--- src/bmpk_pkg.sv ---
// Package for the BMP pixel to RGBA keyer.
// Holds the register map, the format codes and the configuration and job types.
// No dependencies.
package bmpk_pkg;

   localparam logic [1:0] FMT_PALETTE = 2'd0;
   localparam logic [1:0] FMT_BGR     = 2'd1;
   localparam logic [1:0] FMT_BGRA    = 2'd2;

   localparam int CSR_ADDR_W = 5;

   localparam logic [2:0] REG_PIXEL_FORMAT   = 3'd0;
   localparam logic [2:0] REG_IMAGE_WIDTH    = 3'd1;
   localparam logic [2:0] REG_IMAGE_HEIGHT   = 3'd2;
   localparam logic [2:0] REG_ROW_STRIDE     = 3'd3;
   localparam logic [2:0] REG_PALETTE_ZERO   = 3'd4;
   localparam logic [2:0] REG_PALETTE_ONE    = 3'd5;
   localparam logic [2:0] REG_SINGLE_ENTRY   = 3'd6;
   localparam logic [2:0] REG_WHITE_THRESH   = 3'd7;

   localparam logic [12:0] MAX_WIDTH  = 13'd4096;
   localparam logic [12:0] MAX_HEIGHT = 13'd4096;
   localparam logic [14:0] STRIDE_CAP = 15'd16384;

   // floor(pos / 3) == (pos * DIV3_RECIP) >> DIV3_SHIFT for every 14-bit pos.
   localparam logic [14:0] DIV3_RECIP = 15'd21846;
   localparam int          DIV3_SHIFT = 16;

   typedef struct packed {
      logic [1:0]  pixel_format;
      logic [12:0] image_width;
      logic [12:0] image_height;
      logic [14:0] row_stride_bytes;
      logic [23:0] palette_color_zero;
      logic [23:0] palette_color_one;
      logic        single_entry_palette;
      logic [7:0]  white_threshold;
   } cfg_type;

   typedef struct packed {
      logic        valid;
      logic        palette;
      logic        copy_alpha;
      logic [7:0]  src_byte;
      logic [23:0] rgb;
      logic [11:0] drow;
      logic [11:0] col;
      logic [2:0]  last_idx;
   } job_type;

endpackage

--- src/bmpk_csr.sv ---
// Configuration registers of the BMP pixel to RGBA keyer behind an APB-style port.
// Depends on bmpk_pkg.
module bmpk_csr (
   input  logic                             clock,
   input  logic                             reset,
   input  logic                             psel,
   input  logic                             penable,
   input  logic                             pwrite,
   input  logic [bmpk_pkg::CSR_ADDR_W-1:0]  paddr,
   input  logic [31:0]                      pwdata,
   output logic [31:0]                      prdata,
   output bmpk_pkg::cfg_type                cfg
);
   import bmpk_pkg::*;

   cfg_type    cfg_ff;
   cfg_type    cfg_in;
   logic [2:0] reg_index;
   logic       wr_en;

   assign reg_index = paddr[CSR_ADDR_W-1:2];
   assign wr_en     = psel && penable && pwrite;
   assign cfg       = cfg_ff;

   always_comb begin
      cfg_in = cfg_ff;
      if (wr_en) begin
         case (reg_index)
            REG_PIXEL_FORMAT: cfg_in.pixel_format         = pwdata[1:0];
            REG_IMAGE_WIDTH:  cfg_in.image_width          = pwdata[12:0];
            REG_IMAGE_HEIGHT: cfg_in.image_height         = pwdata[12:0];
            REG_ROW_STRIDE:   cfg_in.row_stride_bytes     = pwdata[14:0];
            REG_PALETTE_ZERO: cfg_in.palette_color_zero   = pwdata[23:0];
            REG_PALETTE_ONE:  cfg_in.palette_color_one    = pwdata[23:0];
            REG_SINGLE_ENTRY: cfg_in.single_entry_palette = pwdata[0];
            REG_WHITE_THRESH: cfg_in.white_threshold      = pwdata[7:0];
            default:          cfg_in = cfg_ff;
         endcase
      end
   end

   always_comb begin
      case (reg_index)
         REG_PIXEL_FORMAT: prdata = {30'd0, cfg_ff.pixel_format};
         REG_IMAGE_WIDTH:  prdata = {19'd0, cfg_ff.image_width};
         REG_IMAGE_HEIGHT: prdata = {19'd0, cfg_ff.image_height};
         REG_ROW_STRIDE:   prdata = {17'd0, cfg_ff.row_stride_bytes};
         REG_PALETTE_ZERO: prdata = {8'd0, cfg_ff.palette_color_zero};
         REG_PALETTE_ONE:  prdata = {8'd0, cfg_ff.palette_color_one};
         REG_SINGLE_ENTRY: prdata = {31'd0, cfg_ff.single_entry_palette};
         REG_WHITE_THRESH: prdata = {24'd0, cfg_ff.white_threshold};
         default:          prdata = 32'd0;
      endcase
   end

   always_ff @(posedge clock) begin
      if (reset) begin
         cfg_ff.pixel_format         <= FMT_BGR;
         cfg_ff.image_width          <= 13'd640;
         cfg_ff.image_height         <= 13'd480;
         cfg_ff.row_stride_bytes     <= 15'd1920;
         cfg_ff.palette_color_zero   <= 24'h000000;
         cfg_ff.palette_color_one    <= 24'hFFFFFF;
         cfg_ff.single_entry_palette <= 1'b0;
         cfg_ff.white_threshold      <= 8'd240;
      end else begin
         cfg_ff <= cfg_in;
      end
   end

endmodule

--- src/bmpk_decode.sv ---
// Byte decoder of the BMP pixel to RGBA keyer: row position, source row and channel
// gathering, and the pixel job that each accepted byte produces. Depends on bmpk_pkg.
module bmpk_decode (
   input  logic              clock,
   input  logic              reset,
   input  bmpk_pkg::cfg_type cfg,
   input  logic              accept,
   input  logic [7:0]        pixel_byte,
   output bmpk_pkg::job_type job
);
   import bmpk_pkg::*;

   logic [13:0] row_byte_pos_ff, row_byte_pos_in;
   logic [11:0] source_row_ff, source_row_in;
   logic [23:0] channel_hold_ff, channel_hold_in;
   logic [1:0]  channel_phase_ff, channel_phase_in;

   logic [12:0] w;
   logic [12:0] h_nz;
   logic [12:0] h;
   logic [14:0] stride;
   logic [11:0] y;
   logic [11:0] f;
   logic [12:0] h_plus;
   logic [11:0] drow;
   logic [14:0] pos_next;
   logic        row_end;
   logic [12:0] row_next;
   logic [16:0] col_base;
   logic        pal_has;
   logic [12:0] pal_rem;
   logic [12:0] pal_rem_m1;
   logic [28:0] div3_prod;
   logic [12:0] div3;
   logic [11:0] div4;
   logic [23:0] hold_merged;

   assign w        = (cfg.image_width > MAX_WIDTH) ? MAX_WIDTH : cfg.image_width;
   assign h_nz     = (cfg.image_height == 13'd0) ? 13'd1 : cfg.image_height;
   assign h        = (h_nz > MAX_HEIGHT) ? MAX_HEIGHT : h_nz;
   assign stride   = (cfg.row_stride_bytes > STRIDE_CAP) ? STRIDE_CAP : cfg.row_stride_bytes;
   assign y        = ({1'b0, source_row_ff} < h) ? source_row_ff : 12'(h - 13'd1);
   assign f        = 12'(h - 13'd1 - {1'b0, y});
   assign h_plus   = h + 13'd1;
   assign drow     = f[0] ? (h_plus[12:1] + {1'b0, f[11:1]}) : {1'b0, f[11:1]};

   assign pos_next = {1'b0, row_byte_pos_ff} + 15'd1;
   assign row_end  = pos_next >= stride;
   assign row_next = {1'b0, source_row_ff} + 13'd1;

   assign col_base   = {row_byte_pos_ff, 3'b000};
   assign pal_has    = col_base < {4'd0, w};
   assign pal_rem    = w - {1'b0, col_base[11:0]};
   assign pal_rem_m1 = pal_rem - 13'd1;

   assign div3_prod = 29'(row_byte_pos_ff) * 29'(DIV3_RECIP);
   assign div3      = div3_prod[28:DIV3_SHIFT];
   assign div4      = row_byte_pos_ff[13:2];

   always_comb begin
      case (channel_phase_ff)
         2'd0:    hold_merged = channel_hold_ff | {16'd0, pixel_byte};
         2'd1:    hold_merged = channel_hold_ff | {8'd0, pixel_byte, 8'd0};
         2'd2:    hold_merged = channel_hold_ff | {pixel_byte, 16'd0};
         default: hold_merged = channel_hold_ff;
      endcase
   end

   always_comb begin
      job.valid      = 1'b0;
      job.palette    = 1'b0;
      job.copy_alpha = 1'b0;
      job.src_byte   = pixel_byte;
      job.rgb        = channel_hold_ff;
      job.drow       = drow;
      job.col        = div4;
      job.last_idx   = 3'd0;
      channel_phase_in = channel_phase_ff;
      channel_hold_in  = channel_hold_ff;
      case (cfg.pixel_format)
         FMT_PALETTE: begin
            job.valid    = pal_has;
            job.palette  = 1'b1;
            job.col      = col_base[11:0];
            job.last_idx = (pal_rem > 13'd8) ? 3'd7 : pal_rem_m1[2:0];
         end
         FMT_BGR: begin
            if (channel_phase_ff >= 2'd2) begin
               job.valid        = div3 < w;
               job.rgb          = hold_merged;
               job.col          = div3[11:0];
               channel_phase_in = 2'd0;
               channel_hold_in  = 24'd0;
            end else begin
               channel_hold_in  = hold_merged;
               channel_phase_in = channel_phase_ff + 2'd1;
            end
         end
         FMT_BGRA: begin
            if (channel_phase_ff == 2'd3) begin
               job.valid        = {1'b0, div4} < w;
               job.copy_alpha   = 1'b1;
               channel_phase_in = 2'd0;
               channel_hold_in  = 24'd0;
            end else begin
               channel_hold_in  = hold_merged;
               channel_phase_in = channel_phase_ff + 2'd1;
            end
         end
         default: begin
            job.valid = 1'b0;
         end
      endcase
      if (row_end) begin
         row_byte_pos_in  = 14'd0;
         channel_phase_in = 2'd0;
         channel_hold_in  = 24'd0;
         source_row_in    = (row_next >= h) ? 12'd0 : row_next[11:0];
      end else begin
         row_byte_pos_in  = pos_next[13:0];
         source_row_in    = source_row_ff;
      end
   end

   always_ff @(posedge clock) begin
      if (reset) begin
         row_byte_pos_ff  <= 14'd0;
         source_row_ff    <= 12'd0;
         channel_hold_ff  <= 24'd0;
         channel_phase_ff <= 2'd0;
      end else if (accept) begin
         row_byte_pos_ff  <= row_byte_pos_in;
         source_row_ff    <= source_row_in;
         channel_hold_ff  <= channel_hold_in;
         channel_phase_ff <= channel_phase_in;
      end
   end

endmodule

--- src/bmp_pixel_to_rgba_keyer.sv ---
// Top level of the BMP pixel to RGBA keyer: byte input, pixel job register and result register.
// Depends on bmpk_pkg, bmpk_csr and bmpk_decode.
//
// The block takes the pixel array of a bottom-up BMP image one byte per transaction and
// returns RGBA pixels with their column and destination row (flipped, then interlaced even
// rows first). Each pixel passes the job register and then the result register, and a result
// stall holds both. In 24-bit and 32-bit modes it accepts one byte per cycle and returns at
// most one pixel per byte. In one-bit palette mode a byte yields up to eight pixels, which
// leave through the single result register one per cycle, so such a byte holds the input until
// its last pixel has left. Registers may be written only while no transaction is in flight.
module bmp_pixel_to_rgba_keyer (
   input  logic                             clock,
   input  logic                             reset,
   input  logic                             req_valid,
   output logic                             req_ready,
   input  logic [7:0]                       req_pixel_byte,
   output logic                             rsp_valid,
   input  logic                             rsp_ready,
   output logic [7:0]                       rsp_red,
   output logic [7:0]                       rsp_green,
   output logic [7:0]                       rsp_blue,
   output logic [7:0]                       rsp_alpha,
   output logic [11:0]                      rsp_dest_row,
   output logic [11:0]                      rsp_column,
   output logic                             rsp_last,
   input  logic                             psel,
   input  logic                             penable,
   input  logic                             pwrite,
   input  logic [bmpk_pkg::CSR_ADDR_W-1:0]  paddr,
   input  logic [31:0]                      pwdata,
   output logic [31:0]                      prdata,
   output logic                             pready
);
   import bmpk_pkg::*;

   cfg_type     cfg;
   job_type     new_job;
   job_type     job_ff, job_in;
   logic [2:0]  slot_ff, slot_in;
   logic        rsp_valid_ff, rsp_valid_in;
   logic [23:0] rsp_rgb_ff, rsp_rgb_in;
   logic [7:0]  rsp_alpha_ff, rsp_alpha_in;
   logic [11:0] rsp_row_ff, rsp_row_in;
   logic [11:0] rsp_col_ff, rsp_col_in;
   logic        rsp_last_ff, rsp_last_in;

   logic        accept;
   logic        emit_fire;
   logic        emit_last;
   logic        emit_done;
   logic        pal_bit;
   logic [23:0] emit_rgb;
   logic        keyed;

   assign pready = 1'b1;

   bmpk_csr u_csr (
      .clock   (clock),
      .reset   (reset),
      .psel    (psel),
      .penable (penable),
      .pwrite  (pwrite),
      .paddr   (paddr),
      .pwdata  (pwdata),
      .prdata  (prdata),
      .cfg     (cfg)
   );

   bmpk_decode u_decode (
      .clock      (clock),
      .reset      (reset),
      .cfg        (cfg),
      .accept     (accept),
      .pixel_byte (req_pixel_byte),
      .job        (new_job)
   );

   assign emit_fire = job_ff.valid && (!rsp_valid_ff || rsp_ready);
   assign emit_last = slot_ff == job_ff.last_idx;
   assign emit_done = emit_fire && emit_last;
   assign req_ready = !job_ff.valid || emit_done;
   assign accept    = req_valid && req_ready;

   assign pal_bit  = job_ff.src_byte[3'd7 - slot_ff];
   assign emit_rgb = !job_ff.palette ? job_ff.rgb :
                     (pal_bit && !cfg.single_entry_palette) ? cfg.palette_color_one :
                                                             cfg.palette_color_zero;
   assign keyed    = (emit_rgb[23:16] > cfg.white_threshold) &&
                     (emit_rgb[15:8]  > cfg.white_threshold) &&
                     (emit_rgb[7:0]   > cfg.white_threshold);

   always_comb begin
      job_in  = job_ff;
      slot_in = slot_ff;
      if (accept) begin
         job_in  = new_job;
         slot_in = 3'd0;
      end else if (emit_done) begin
         job_in.valid = 1'b0;
      end else if (emit_fire) begin
         slot_in = slot_ff + 3'd1;
      end
   end

   always_comb begin
      rsp_valid_in = rsp_valid_ff;
      rsp_rgb_in   = rsp_rgb_ff;
      rsp_alpha_in = rsp_alpha_ff;
      rsp_row_in   = rsp_row_ff;
      rsp_col_in   = rsp_col_ff;
      rsp_last_in  = rsp_last_ff;
      if (emit_fire) begin
         rsp_valid_in = 1'b1;
         rsp_rgb_in   = emit_rgb;
         rsp_alpha_in = job_ff.copy_alpha ? job_ff.src_byte : (keyed ? 8'd0 : 8'd255);
         rsp_row_in   = job_ff.drow;
         rsp_col_in   = job_ff.col + {9'd0, slot_ff};
         rsp_last_in  = emit_last;
      end else if (rsp_ready) begin
         rsp_valid_in = 1'b0;
      end
   end

   always_ff @(posedge clock) begin
      if (reset) begin
         job_ff       <= '0;
         slot_ff      <= 3'd0;
         rsp_valid_ff <= 1'b0;
      end else begin
         job_ff       <= job_in;
         slot_ff      <= slot_in;
         rsp_valid_ff <= rsp_valid_in;
      end
   end

   always_ff @(posedge clock) begin
      rsp_rgb_ff        <= rsp_rgb_in;
      rsp_alpha_ff      <= rsp_alpha_in;
      rsp_row_ff        <= rsp_row_in;
      rsp_col_ff        <= rsp_col_in;
      rsp_last_ff       <= rsp_last_in;
   end

   assign rsp_valid    = rsp_valid_ff;
   assign rsp_red      = rsp_rgb_ff[23:16];
   assign rsp_green    = rsp_rgb_ff[15:8];
   assign rsp_blue     = rsp_rgb_ff[7:0];
   assign rsp_alpha    = rsp_alpha_ff;
   assign rsp_dest_row = rsp_row_ff;
   assign rsp_column   = rsp_col_ff;
   assign rsp_last     = rsp_last_ff;

endmodule

--- config.mk ---
export PLATFORM = sky130hd
export DESIGN_NAME = bmp_pixel_to_rgba_keyer
export DESIGN_NICKNAME = d
export VERILOG_FILES = /design/src/bmpk_pkg.sv /design/src/bmpk_csr.sv /design/src/bmpk_decode.sv /design/src/bmp_pixel_to_rgba_keyer.sv
export SDC_FILE = /design/constraint.sdc
export NUM_CORES = 1
export LEC_CHECK = 0
export ABC_AREA = 1
export BUFFER_PORTS_ARGS = -buffer_cell sky130_fd_sc_hd__buf_2
export CORE_ASPECT_RATIO = 1.4
export CORE_UTILIZATION = 57
export DETAILED_ROUTE_END_ITERATION = 7
export PLACE_DENSITY_LB_ADDON = 0.05
export SLEW_MARGIN = 40
export SYNTH_ARGS = -nofsm -noshare
export SYNTH_HDL_FRONTEND = slang
export SYNTH_HIERARCHICAL = 1
export SYNTH_SLANG_ARGS = --single-unit
--- constraint.sdc ---
create_clock -name clock -period 6.05 [get_ports clock]
set_clock_uncertainty 0.05 [all_clocks]
set_input_delay 0.605 -clock clock [delete_from_list [all_inputs] [get_ports clock]]
set_output_delay 0.605 -clock clock [all_outputs]
set_load 0.005 [all_outputs]
==> results.tsv <==
stage	metric	value	unit
yosys	synth_commonest_cells	nand2_1, inv_1, nor2_1	
yosys	synth_edf_count	57	
clock_network	cts-buffers-inserted	29	
placement	dp_hpwl	53200	um
yosys	synthesis.area	22000	sq um
setup_path	crit_path_end_kind	flip-flop	
clock_network	cts_root_buffer	clkbuf_16	
setup_path	rrSetupSlack	0.17	ns
run	maxCapViolCount	0	
setup_path	slowest_delay	0.56	ns
power_and_ir_drop	finalPower	4.54	mW
detailed_routing	drt-total-wl	69800	um
worst_hold_path	min_to	u_csr/cfg[32]$_SDFFE_PP1P_	
final_layout	area_growth	10.6	%
final_layout	design_area	24300	sq um
final_layout	finalNetCount	3519	
timing	fmax	0.170	GHz
setup_path	worstRegToRegCells	25	
timing	fin_setup_tns	0	ns
yosys	syn_area_per_cell	7.18	sq um
detailed_routing	drtIter0Drc	1654	
final_layout	multi_input_comb_area	13800	sq um
detailed_routing	routedWlPerCell	19.0	um
die	ioPinCount	144	
die	start_util	58.2	%
yosys	synthCells	3063	
timing	tightestPinTransition	0.896	ns
global_routing	antenna_found_initial	0	
die	row_count	84	
clock_network	cts_hold_buf	0	
die	die_h	234	um
power_and_ir_drop	p_leak	12.0	nW
power_and_ir_drop	p_per_area	187	nW/um^2
detailed_routing	firstDrtPassIters	6	
clock_network	clkTransAtPathRegs	0.06	ns
timing	timing.hold.ws	0.211	ns
die	coreArea	37800	sq um
timing	hold_viol	0	
setup_path	path_delay_family	adder cells	
yosys	ys_seq_area_share	27.6	%
global_routing	grt_pass1_wl	107000	um
final_layout	antennaDiodeCount	0	
die	die_x	168	um
timing	post-route-min-period	5.88	ns
setup_path	critPathLaunchType	flip-flop	
final_layout	drive_above_1_share	12.2	%
placement	placed_area	23200	sq um
timing	fin_crit_sh	97.3	%
placement	io_buffers	124	
clock_network	cts_buffer_depth	3	
worst_hold_path	min_path_cells	3	
setup_path	worstSetupPathType	reg -> reg	
setup_path	timing.critical_path.fanout_max	3	
setup_path	regToRegEndpoint	job_ff[61]$_SDFFE_PP0P_	
detailed_routing	detail-route-antenna-nets	0	
timing	drv_slew	0	
yosys	ys.flop_type	dfxtp_1	
clock_network	clock_latency	0.59	ns
placement	dp_slack	-0.124	ns
timing	slew_headroom	39.9	%
detailed_routing	viasPerCell	5.67	
yosys	synth_top_cell_area_share	19.8	%
placement	place_congestion	0.997	
clock_network	htreeDepth	1	
setup_path	crit_slowest_cell	fa_1	
setup_path	critical_path_cell_count	25	
worst_hold_path	hold_class	in -> reg	
detailed_routing	drc	0	
yosys	yosysUniqueCellTypes	66	
yosys	synth.most_common_cell	nand2_1	
worst_hold_path	worstHoldStart	pwdata[23]	
die	dieArea	39400	sq um
power_and_ir_drop	ir_drop	212	uV
yosys	ys_ff_latch	275	
global_routing	grt-ovfl-total	0	
timing	fin_ws	0.165	ns
setup_path	cp.arrival	6.35	ns
global_routing	grt_pass1_vias	19900	
setup_path	r2r_start	u_decode/row_byte_pos_ff[1]$_SDFFE_PP0P_	
yosys	synth_area_leader_cell	dfxtp_1	
detailed_routing	vias	20800	
clock_network	tritoncts	done	
setup_path	path_buf_inv	2	
global_routing	grt_use_total	34.9	%
status	status	finished clean	
yosys	synth_top_cells_by_area	dfxtp_1, ha_1, nand2_1, edfxtp_1, inv_1	
setup_path	cp.required	6.52	ns
yosys	synthArstFlopShare	0	%
final_layout	n_fill_cell	3516	
final_layout	ff_latch_area	6080	sq um
clock_network	cts.sink_count	275	
timing	setup_viol	0	
global_routing	grt_max_degree	88	
yosys	yosysWarnings	6	
[logic make-up after synthesis]
logic type | after synthesis | share of synthesized area (%)
AO/OA/AOI/OAI | 529 | 13.0
multiplexers | 1 | 0.0455
other | 2 | 0.0341
AND/OR/NAND/NOR | 1313 | 26.4
adder cells (fa/ha/maj) | 295 | 18.9
XOR/XNOR | 78 | 3.19
buffers and inverters | 570 | 10.9
flip-flops | 275 | 27.6
[layout by cell type, fill, tap and decap left out, types with 8 or more instances in the layout]
master	count
o21ai_0	196
fa_1	61
clkbuf_1	9
o211ai_1	8
o31ai_1	12
nand2_1	585
nor3_1	39
inv_1	412
dfxtp_1	215
or2_2	25
o21ai_1	14
conb_1	9
buf_2	123
nand3b_1	10
a22o_1	10
nor2_2	8
a21oi_1	228
ha_1	224
or3_1	13
clkbuf_16	30
ha_4	8
inv_2	11
edfxtp_1	57
nor2_1	315
xnor2_1	20
xor2_1	55
nand4_1	51
a21oi_2	12
nand3_1	201
nand2_2	20
nor2_4	12
buf_4	86
[per-stage QoR]
step,utilization (%),cells
6_report,64.3,3667
3_3_place_gp,61.2,3612
2_1_floorplan,-,3070
3_5_place_dp,61.2,3613
5_1_grt,64.3,3667
4_1_cts,63.8,3666
[power by group]
group	total [mW]	switching [mW]	internal, mW
Clock	1.78	0.786	0.995
Combinational	0.766	0.505	0.261
Sequential	2.00	0.0489	1.95
Total	4.54	1.34	3.20
[repair_timing]
| item | CTS | global route |
|---|---|---|
| setup endpoints to repair | 1 | 2 |
| buffers inserted | 0 | 1 |
| pin swaps | 6 | 20 |
| cloned | 0 | 0 |
| gates resized for setup | 13 | 40 |
| endpoints found under the hold margin | 0 | 0 |
[cell type report]
cell class / instances / share of cell area, %
clock inverters: 11 / 0.416
repair buffers: 211 / 5.31
clock buffers: 42 / 3.39
flip-flops and latches: 275 / 25.0
inverters: 430 / 6.67
multi-input cells: 2225 / 56.8
well taps: 473 / 2.43
[tightest hold or removal path, cell delays in order]
cell	delay, ns
buf_2	0.09
nand2_1	0.05
nand3_1	0.07
[worst max path at each step]
| stage | from | end | slack [ns] |
|---|---|---|---|
| 3_3_place_gp | u_decode/row_byte_pos_ff[5]$_SDFFE_PP0P_ | job_ff[61]$_SDFFE_PP0P_ | -0.08 |
| 2_1_floorplan | u_decode/row_byte_pos_ff[7]$_SDFFE_PP0P_ | job_ff[61]$_SDFFE_PP0P_ | 0.31 |
| 4_1_cts | u_decode/row_byte_pos_ff[5]$_SDFFE_PP0P_ | job_ff[61]$_SDFFE_PP0P_ | 0.003 |
| 6_report | u_decode/row_byte_pos_ff[1]$_SDFFE_PP0P_ | job_ff[61]$_SDFFE_PP0P_ | 0.17 |
| 3_5_place_dp | u_decode/row_byte_pos_ff[3]$_SDFFE_PP0P_ | job_ff[61]$_SDFFE_PP0P_ | -0.12 |
| 5_1_grt | u_decode/row_byte_pos_ff[3]$_SDFFE_PP0P_ | job_ff[61]$_SDFFE_PP0P_ | -0.04 |
[sequential cells by signal (all words and copies together) (netlist names)]
register and flops:
u_decode/source_row_ff 12, rsp_rgb_ff 24, u_csr/cfg 100, u_decode/channel_hold_ff 24
rsp_dest_row 12, rsp_valid 1, rsp_alpha 8, rsp_last 1
u_decode/row_byte_pos_ff 14, rsp_column 12, u_decode/channel_phase_ff 2, job_ff 62
slot_ff 3
[per-layer routing]
metal	routed length [um]	part of all wire, %	vias up	global-route usage [%]
met4	5010	7.2	0	23.0
li1	-	-	10200	-
met5	0	0	-	0
met1	26300	38	9673	39.0
met3	4050	5.8	195	3.97
met2	34400	49	743	63.0
Power figures use the tool's default switching activity.
